`config.mk`:
```
export PLATFORM = sky130hd
export DESIGN_NAME = wheel_encoder_rollover_accumulator_flat
export DESIGN_NICKNAME = d
export VERILOG_FILES = /design/src/rtl/core/wera_pkg.sv /design/src/rtl/core/wera_if.sv /design/src/rtl/core/wheel_encoder_rollover_accumulator.sv /design/src/flat_wrapper.sv
export SDC_FILE = /design/constraint.sdc
export NUM_CORES = 2
export LEC_CHECK = 0
export BUFFER_PORTS_ARGS = -buffer_cell sky130_fd_sc_hd__buf_4
export CORE_MARGIN = 2
export CORE_UTILIZATION = 59
export DETAILED_ROUTE_END_ITERATION = 12
export GPL_TIMING_DRIVEN = 0
export PLACE_DENSITY = 0.78
export SYNTH_ARGS = -nofsm -noshare
export SYNTH_HDL_FRONTEND = slang
export SYNTH_SLANG_ARGS = --single-unit
```
`constraint.sdc`:
```
create_clock -name clk -period 7.9 [get_ports clk]
set_clock_uncertainty 0.1 [all_clocks]
set_input_delay 1.975 -clock clk [delete_from_list [all_inputs] [get_ports clk]]
set_output_delay 1.975 -clock clk [all_outputs]
set_load 0.005 [all_outputs]
```
`src/rtl/core/wera_pkg.sv`:
```
// Package: widths, register indexes and constants of the wheel encoder accumulator.
package wera_pkg;

  localparam int COUNT_W = 15;
  localparam int RPT_W = 20;
  localparam int DB_W = 14;
  localparam int TOTAL_W = 40;
  localparam int CFG_IDX_W = 1;
  localparam int CFG_DATA_W = RPT_W;

  localparam int COUNT_MODULUS = 32767;
  localparam int COUNT_HALF = COUNT_MODULUS / 2;

  // signed difference of two counts plus room for the rollover correction
  localparam int DELTA_W = COUNT_W + 2;
  // signed delta times unsigned factor, plus one bit for the factor's zero-extended sign
  localparam int PROD_W = DELTA_W + RPT_W + 1;

  localparam logic [RPT_W-1:0] RPT_RESET = RPT_W'(279617);
  localparam logic [DB_W-1:0] DB_RESET = DB_W'(5);

  typedef enum logic [CFG_IDX_W-1:0] {
    REG_RADIANS_PER_TICK = 1'd0,
    REG_DEADBAND_TICKS = 1'd1
  } cfg_reg_t;

endpackage

```
`src/rtl/core/wera_if.sv`:
```
// Interfaces: encoder sample channel and totals channel.
interface wera_in_if;
  logic valid;
  logic ready;
  logic [wera_pkg::COUNT_W-1:0] left_count;
  logic [wera_pkg::COUNT_W-1:0] right_count;

  modport source (output valid, left_count, right_count, input ready);
  modport sink (input valid, left_count, right_count, output ready);
endinterface

interface wera_out_if;
  logic valid;
  logic ready;
  logic updated;
  logic signed [wera_pkg::TOTAL_W-1:0] left_total;
  logic signed [wera_pkg::TOTAL_W-1:0] right_total;

  modport source (output valid, updated, left_total, right_total, input ready);
  modport sink (input valid, updated, left_total, right_total, output ready);
endinterface

```
`src/rtl/core/wheel_encoder_rollover_accumulator.sv`:
```
// Top level: wheel encoder delta with rollover, scaling and saturating totals.
//
//  channel  | dir | word                                  | handshake
//  ---------+-----+---------------------------------------+------------------
//  in_ch    | in  | left_count, right_count (15b each)    | valid / ready
//  out_ch   | out | updated, left_total, right_total (40b)| valid / ready
//  cfg      | in  | cfg_index selects register, cfg_data  | cfg_we, no wait
//
// One word per clock while out_ch takes results; stages: input register, delta and deadband
// (updates the stored positions), multiply, saturating accumulate into the
// output register. Each stage moves on when it is empty or its successor
// moves, so words are taken into bubbles while a result waits on out_ch.
// Synchronous reset clears valids, stored positions, seed flag and totals.
module wheel_encoder_rollover_accumulator (
  input  logic clk,
  input  logic rst,
  wera_in_if.sink in_ch,
  wera_out_if.source out_ch,
  input  logic cfg_we,
  input  logic [wera_pkg::CFG_IDX_W-1:0] cfg_index,
  input  logic [wera_pkg::CFG_DATA_W-1:0] cfg_data
);

  localparam int CW = wera_pkg::COUNT_W;
  localparam int DW = wera_pkg::DELTA_W;
  localparam int PW = wera_pkg::PROD_W;
  localparam int TW = wera_pkg::TOTAL_W;

  localparam logic signed [DW-1:0] MOD_D = DW'(wera_pkg::COUNT_MODULUS);
  localparam logic signed [DW-1:0] HALF_D = DW'(wera_pkg::COUNT_HALF);

  // configuration
  logic [wera_pkg::RPT_W-1:0] radians_per_tick;
  logic [wera_pkg::DB_W-1:0] deadband_ticks;

  always_ff @(posedge clk) begin
    if (rst) begin
      radians_per_tick <= wera_pkg::RPT_RESET;
      deadband_ticks <= wera_pkg::DB_RESET;
    end else if (cfg_we) begin
      unique case (wera_pkg::cfg_reg_t'(cfg_index))
        wera_pkg::REG_RADIANS_PER_TICK: radians_per_tick <= cfg_data;
        wera_pkg::REG_DEADBAND_TICKS: deadband_ticks <= cfg_data[wera_pkg::DB_W-1:0];
        default: ;
      endcase
    end
  end

  // pipeline valids and stage readies
  logic v0, v1, v2, v3;
  logic rdy0, rdy1, rdy2, rdy3;

  assign rdy3 = !v3 || out_ch.ready;
  assign rdy2 = !v2 || rdy3;
  assign rdy1 = !v1 || rdy2;
  assign rdy0 = !v0 || rdy1;
  assign in_ch.ready = rdy0;

  // stage 0: input register
  logic [CW-1:0] s0_left, s0_right;

  always_ff @(posedge clk) begin
    if (rst) begin
      v0 <= 1'b0;
    end else if (rdy0) begin
      v0 <= in_ch.valid;
    end
  end

  always_ff @(posedge clk) begin
    if (rdy0 && in_ch.valid) begin
      s0_left <= in_ch.left_count;
      s0_right <= in_ch.right_count;
    end
  end

  // stage 1: seed, deadband and rollover delta
  logic [CW-1:0] last_left, last_right;
  logic seeded;
  logic seed_now;
  logic [CW-1:0] old_left, old_right;
  logic signed [DW-1:0] diff_left, diff_right;
  logic signed [DW-1:0] mag_left, mag_right;
  logic signed [DW-1:0] delta_left, delta_right;
  logic upd;

  logic signed [DW-1:0] s1_dl, s1_drn;
  logic s1_upd;

  always_comb begin
    seed_now = !seeded && (s0_left != '0) && (s0_right != '0);
    old_left = seed_now ? s0_left : last_left;
    old_right = seed_now ? s0_right : last_right;
    diff_left = $signed({2'b00, s0_left}) - $signed({2'b00, old_left});
    diff_right = $signed({2'b00, s0_right}) - $signed({2'b00, old_right});
    mag_left = diff_left[DW-1] ? -diff_left : diff_left;
    mag_right = diff_right[DW-1] ? -diff_right : diff_right;
    upd = (mag_left > $signed({3'b000, deadband_ticks}))
       || (mag_right > $signed({3'b000, deadband_ticks}));
    // below half a turn: plain difference, else wrap toward the short way
    if (mag_left < HALF_D) begin
      delta_left = diff_left;
    end else if (diff_left[DW-1]) begin
      delta_left = diff_left + MOD_D;
    end else begin
      delta_left = diff_left - MOD_D;
    end
    if (mag_right < HALF_D) begin
      delta_right = diff_right;
    end else if (diff_right[DW-1]) begin
      delta_right = diff_right + MOD_D;
    end else begin
      delta_right = diff_right - MOD_D;
    end
  end

  always_ff @(posedge clk) begin
    if (rst) begin
      v1 <= 1'b0;
      seeded <= 1'b0;
      last_left <= '0;
      last_right <= '0;
    end else if (rdy1) begin
      v1 <= v0;
      if (v0) begin
        if (seed_now) begin
          seeded <= 1'b1;
        end
        if (upd || seed_now) begin
          last_left <= s0_left;
          last_right <= s0_right;
        end
      end
    end
  end

  always_ff @(posedge clk) begin
    if (rdy1 && v0) begin
      s1_upd <= upd;
      s1_dl <= upd ? delta_left : '0;
      s1_drn <= upd ? -delta_right : '0;
    end
  end

  // stage 2: scale by radians per tick
  logic signed [PW-1:0] s2_pl, s2_pr;
  logic s2_upd;

  always_ff @(posedge clk) begin
    if (rst) begin
      v2 <= 1'b0;
    end else if (rdy2) begin
      v2 <= v1;
    end
  end

  always_ff @(posedge clk) begin
    if (rdy2 && v1) begin
      s2_upd <= s1_upd;
      s2_pl <= PW'(s1_dl * $signed({1'b0, radians_per_tick}));
      s2_pr <= PW'(s1_drn * $signed({1'b0, radians_per_tick}));
    end
  end

  // stage 3: saturating accumulate, registers double as the output word
  logic signed [TW-1:0] left_sum, right_sum;
  logic updated;
  logic signed [TW:0] left_sum_next, right_sum_next;

  localparam logic signed [TW-1:0] TOT_MAX = {1'b0, {(TW-1){1'b1}}};
  localparam logic signed [TW-1:0] TOT_MIN = {1'b1, {(TW-1){1'b0}}};

  always_comb begin
    left_sum_next = {left_sum[TW-1], left_sum} + (TW+1)'(s2_pl);
    right_sum_next = {right_sum[TW-1], right_sum} + (TW+1)'(s2_pr);
  end

  always_ff @(posedge clk) begin
    if (rst) begin
      v3 <= 1'b0;
      left_sum <= '0;
      right_sum <= '0;
    end else if (rdy3) begin
      v3 <= v2;
      if (v2) begin
        if (left_sum_next[TW] != left_sum_next[TW-1]) begin
          left_sum <= left_sum_next[TW] ? TOT_MIN : TOT_MAX;
        end else begin
          left_sum <= left_sum_next[TW-1:0];
        end
        if (right_sum_next[TW] != right_sum_next[TW-1]) begin
          right_sum <= right_sum_next[TW] ? TOT_MIN : TOT_MAX;
        end else begin
          right_sum <= right_sum_next[TW-1:0];
        end
      end
    end
  end

  always_ff @(posedge clk) begin
    if (rdy3 && v2) begin
      updated <= s2_upd;
    end
  end

  assign out_ch.valid = v3;
  assign out_ch.updated = updated;
  assign out_ch.left_total = left_sum;
  assign out_ch.right_total = right_sum;

endmodule

```
`src/flat_wrapper.sv`:
```
// flat-port wrapper written by rule: the top's interface ports become plain ports
module wheel_encoder_rollover_accumulator_flat 
  (clk, rst, cfg_we, cfg_index, cfg_data, in_ch_valid, in_ch_left_count, in_ch_right_count, in_ch_ready, out_ch_valid, out_ch_updated, out_ch_left_total, out_ch_right_total, out_ch_ready);
  wera_in_if in_ch_i ();
  wera_out_if out_ch_i ();
  input  logic clk;
  input  logic rst;
  input  logic cfg_we;
  input  logic [wera_pkg::CFG_IDX_W-1:0] cfg_index;
  input  logic [wera_pkg::CFG_DATA_W-1:0] cfg_data;
  input wire logic [$bits(in_ch_i.valid)-1:0] in_ch_valid;
  input wire logic [$bits(in_ch_i.left_count)-1:0] in_ch_left_count;
  input wire logic [$bits(in_ch_i.right_count)-1:0] in_ch_right_count;
  output wire logic [$bits(in_ch_i.ready)-1:0] in_ch_ready;
  output wire logic [$bits(out_ch_i.valid)-1:0] out_ch_valid;
  output wire logic [$bits(out_ch_i.updated)-1:0] out_ch_updated;
  output wire logic [$bits(out_ch_i.left_total)-1:0] out_ch_left_total;
  output wire logic [$bits(out_ch_i.right_total)-1:0] out_ch_right_total;
  input wire logic [$bits(out_ch_i.ready)-1:0] out_ch_ready;
  assign in_ch_i.valid = in_ch_valid;
  assign in_ch_i.left_count = in_ch_left_count;
  assign in_ch_i.right_count = in_ch_right_count;
  assign in_ch_ready = in_ch_i.ready;
  assign out_ch_valid = out_ch_i.valid;
  assign out_ch_updated = out_ch_i.updated;
  assign out_ch_left_total = out_ch_i.left_total;
  assign out_ch_right_total = out_ch_i.right_total;
  assign out_ch_i.ready = out_ch_ready;
  wheel_encoder_rollover_accumulator u_core (.clk(clk), .rst(rst), .in_ch(in_ch_i), .out_ch(out_ch_i), .cfg_we(cfg_we), .cfg_index(cfg_index), .cfg_data(cfg_data));
endmodule
```
Yosys cells after proc, flatten, opt, wreduce, memory -nomap -nowiden --
Cells that the tools add are included.
Operators by class: add/subtract/negate cells 11, multiply operators 2, order comparisons 4, equal/unequal tests 2, multiplexer cells 12, bitwise gates (word level) 1, reduce and logical (&&, ||, !) cells 24
Operators with widths (count):
- 2-to-1 mux 40 bit | 4
- 2-to-1 mux 17 bit | 6
- adder 40 x 38 -> 41 bit | 2
- multiplier 17 x 21 -> 38 bit | 2
- negator 17 bit | 3
- adder 17 x 16 -> 17 bit, second input constant | 2
- > comparator 17 x 15 -> 1 bit | 2
- < comparator 17 x 15 -> 1 bit, second input constant | 2
- subtractor 17 x 16 -> 17 bit, second input constant | 2
- subtractor 15 x 15 -> 16 bit | 2
- 2-to-1 mux 15 bit | 2
- nonzero test 15 bit | 2
- logical AND 1 bit | 6
- logical OR 1 bit | 6
- AND reduction 2 bit | 3
- AND reduction 3 bit | 2
- logical NOT 1 bit | 5
- inequality test 1 bit | 2
- NOT 1 bit | 1
Storage, ports and cells: flip-flop bits (word level) 292, bits of input ports 56, output and inout port bits 83

Depth between registers and ports, before layout --
depth after elaboration 11, depth in mapped cells 32, gate-level depth less buffers 29

Worst setup path after synthesis --
No wires, ideal clock.
path kind in2reg, start in out_ch_ready, end reg u_core.s2_pl[0], enable pin, setup time 0.630 ns, arrival 7.669 ns, slack -0.498 ns, stages 2, cell sequence nor2b_1 -> a21boi_0
Between the ends: cells in the longest elaborated chain, start to end 3
RTL lines:
- start: declaration | RTL line flat_wrapper.sv:19 | input wire logic [$bits(out_ch_i.ready)-1:0] out_ch_ready;
- logical OR 1 bit | RTL line wheel_encoder_rollover_accumulator.sv:53 | assign rdy3 = !v3 || out_ch.ready;
- logical OR 1 bit | RTL line wheel_encoder_rollover_accumulator.sv:54 | assign rdy2 = !v2 || rdy3;
- logical AND 1 bit | RTL line wheel_encoder_rollover_accumulator.sv:158 | if (rdy2 && v1) begin
- end signal: assignment | RTL line wheel_encoder_rollover_accumulator.sv:160 | s2_pl <= PW'(s1_dl * $signed({1'b0, radians_per_tick}));
- end: declaration | RTL line wheel_encoder_rollover_accumulator.sv:146 | logic signed [PW-1:0] s2_pl, s2_pr;
No other way between the ends. A chain may end at the register's enable or synchronous reset.

Worst setup path after layout --
start reg u_core.radians_per_tick[2] (netlist bit), end reg u_core.s2_pr[37], data pin
Between the ends: cells in the longest elaborated chain, start to end 1
RTL lines:
- start: declaration | RTL line wheel_encoder_rollover_accumulator.sv:33 | logic [wera_pkg::RPT_W-1:0] radians_per_tick;
- start signal: assignment | RTL line wheel_encoder_rollover_accumulator.sv:38 | radians_per_tick <= wera_pkg::RPT_RESET;
- start signal: assignment | RTL line wheel_encoder_rollover_accumulator.sv:42 | wera_pkg::REG_RADIANS_PER_TICK: radians_per_tick <= cfg_data;
- multiplier 17 x 21 -> 38 bit | RTL line wheel_encoder_rollover_accumulator.sv:161 | s2_pr <= PW'(s1_drn * $signed({1'b0, radians_per_tick}));
- end signal: assignment | RTL line wheel_encoder_rollover_accumulator.sv:161
- end: declaration | RTL line wheel_encoder_rollover_accumulator.sv:146
No other way between the ends.

==> results.py <==
metrics = {
    "placed_design": {
        "post-place-cells": 5898,
        "port_buffers": 137,
        "place.gp.congestion": 0.978,
        "dp_hpwl_um": 96600,
        "place_area_um2": 45100,
    },
    "synth": {
        "synth_common_cells": "668 x inv_1, 558 x nand2_1, 544 x fa_1, 441 x ha_1, 297 x and2_1",
        "syn_nets": 5849,
        "async_flop_share_pct": 0,
        "yosys.area.top_type_share_pct": 25.4,
        "synthTopCellsByArea": "fa_1 25%, ha_1 13%, edfxtp_1 10%",
        "synth_cell_type_count": 88,
        "avgSynthCellArea_um2": 8.90,
        "synth-seq-cells": 292,
        "synth_edf_count": 143,
        "synthMostInstantiatedCell": "inv_1",
        "ys_seq_area_share_pct": 17.0,
        "ys_warn_count": 0,
        "netlist_area_um2": 42800,
        "syn-instance-count": 4808,
        "synth_flop_cell": "dfxtp_1",
        "synth_area_leader_cell": "fa_1",
    },
    "timing": {
        "post-route-min-period_ns": 7.75,
        "fmax_mhz": 129,
        "finalSetupViolCount": 0,
        "final_max_slew_viol_count": 0,
        "holdWs_ns": 0.323,
        "hold_viol": 0,
        "fin_crit_sh_pct": 98.2,
        "tightestPinTransition_ns": 1.29,
        "slew-limit-headroom_pct": 12.6,
    },
    "clock_network": {
        "cts_tree": "built",
        "htree_levels": 2,
        "cts.sinks": 292,
        "cts_inserted_buffers": 39,
        "clk-insertion-delay-late_ns": 0.58,
        "ctsLongestPathBuffers": 3,
        "cts_hold_buf": 0,
        "root_buffer": "clkbuf_16",
        "clk_pin_slew_ns": 0.06,
    },
    "layout": {
        "final_area_um2": 46900,
        "fin_cells": 5971,
        "fillers": 5987,
        "drive_gt1_share_pct": 7.35,
        "areaGrowthSynthToFinish_pct": 9.47,
        "final_nets": 6029,
    },
    "grt": {
        "grt.total_usage_pct": 32.8,
        "grt_pass1_wl_um": 191000,
        "antenna_found_initial": 11,
        "grt_overflow": 0,
        "grt_start_max_net_pins": 32,
        "grt_pass1_vias": 35600,
    },
    "die": {
        "die_w_um": 273,
        "die_y_um": 273,
        "ios": 139,
        "coreArea_um2": 71600,
        "die-area_um2": 74700,
        "initial_core_util_pct": 59.8,
        "rows": 98,
    },
    "setup_path": {
        "start_kind": "flop",
        "cp-end-kind": "flop",
        "arrival_ns": 7.98,
        "crit_fanout": 10,
        "crit_type": "reg2reg",
        "worstReg2RegStart": "u_core.radians_per_tick[2]",
        "crit_start": "u_core.radians_per_tick[2]",
        "required_ns": 8.13,
    },
    "routing": {
        "route.detailed.drc": 0,
        "drt_iter0_markers": 2822,
        "vias": 35100,
        "viasPerCell": 5.89,
        "routed_wl_um": 121000,
        "wl_per_cell_um": 20.3,
        "first_pass_iters": 9,
        "ant_nets": 0,
    },
    "min_path": {
        "hp-start": "u_core.s2_upd",
        "hp-class": "reg2reg",
    },
    "outcome": {
        "status": "completed",
    },
    "flow_run": {
        "maxCapViolCount": 0,
    },
}
layout by cell type, fill, tap and decap left out, types with 94 or more instances in the layout:
cell type / Yosys / routed
nand2b_1: 127 / 127
a21oi_1: 218 / 216
and2_1: 297 / 296
o21ai_0: 119 / 114
ha_1: 441 / 440
inv_1: 668 / 668
a21o_1: 96 / 96
a211oi_1: 100 / 94
buf_4: 0 / 148
nor2_1: 253 / 249
xnor2_1: 131 / 128
fa_1: 544 / 544
dfxtp_1: 149 / 139
nand2_1: 558 / 557
clkbuf_1: 220 / 169
edfxtp_1: 143 / 143
per-layer routing:
metal	vias up	global-route usage (%)	share of wire, %
met1	17100	40.3	38
met4	10	19.4	6.7
li1	16100	-	-
met2	1493	53.1	46
met3	431	7.36	9.0
met5	-	0	0.052
final timing paths:
path / slack (ns) / end / cells past startpoint
worst max register to register: 0.15 / u_core.s2_pr[37] / 22
worst min register to register: 0.32 / u_core.out_ch.updated / 0
worst min-delay path: 0.32 / u_core.out_ch.updated / 0
worst max-delay path: 0.15 / u_core.s2_pr[37] / 22
cells by family (layout without fill, tap and decap cells):
kind of cell,count (synthesis),after routing,synth area share (%)
flops,292,292,17.0
compound gates,770,770,11.9
mux,64,64,1.51
xor+xnor,209,209,4.28
fa+ha+maj,1055,1055,40.0
simple gates,1509,1509,17.3
buf+inv,909,1120,8.07
other cells,0,2,0
critical path: stages, from the launching register on:
cell	delay, ns
dfxtp_1	0.74
clkbuf_1	0.56
and2_1	0.25
fa_1	0.42
fa_1	0.47
fa_1	0.49
inv_1	0.05
fa_1	0.49
fa_1	0.42
fa_1	0.50
inv_1	0.04
ha_1	0.33
and4_1	0.25
a221oi_1	0.41
o21ai_2	0.20
o22a_1	0.27
a41oi_2	0.27
o21a_1	0.22
nor2b_1	0.07
o41a_1	0.35
a211oi_2	0.27
o21ai_0	0.17
xnor2_1	0.16
flip-flops by register name, indices dropped and copies added (netlist names):
register                   count
u_core.s1_upd                  1
u_core.deadband_ticks         14
u_core.s0_right               15
u_core.out_ch.updated          1
u_core.last_left              15
u_core.radians_per_tick       20
u_core.out_ch.right_total     40
u_core.s2_pr                  38
u_core.seeded                  1
u_core.s2_upd                  1
u_core.v2                      1
u_core.out_ch.left_total      40
u_core.v1                      1
u_core.s1_drn                 17
u_core.last_right             15
u_core.s2_pl                  38
u_core.s1_dl                  17
u_core.v0                      1
u_core.out_ch.valid            1
u_core.s0_left                15
what timing repair did:
action / in CTS / in global routing
gates resized for setup: 68 / 116
hold endpoints to repair: 0 / 0
setup endpoints to repair: 78 / 65
pin swaps: 2 / 6
buffers inserted: 3 / 5
per-stage QoR:
| step | setup TNS [ns] | util, % | setup slack, ns |
|---|---|---|---|
| after floorplan | 0 | - | 0.623 |
| after global placement | -88.92 | 62.9 | -1.28 |
| after detailed placement | -53.98 | 63.0 | -1.32 |
| after CTS | 0 | 65.1 | 0.00919 |
| after global routing | -0.186 | 65.4 | -0.0669 |
| final | 0 | 65.4 | 0.146 |
area by class of cell:
class,instances,area (um^2),share of cell area [%]
repair buffers,148,1150,2.45
multi-input cells,3607,32400,69.1
plain buffers,230,1030,2.21
flip-flops and latches,292,7290,15.6
diodes,2,5.00,0.0107
inverters,670,2510,5.37
well taps,950,1190,2.54
clock buffers,58,1170,2.50
clock inverters,14,121,0.259
Power is not shown: default switching activity piles up to over one toggle a cycle in this logic, so the estimate is an artifact.
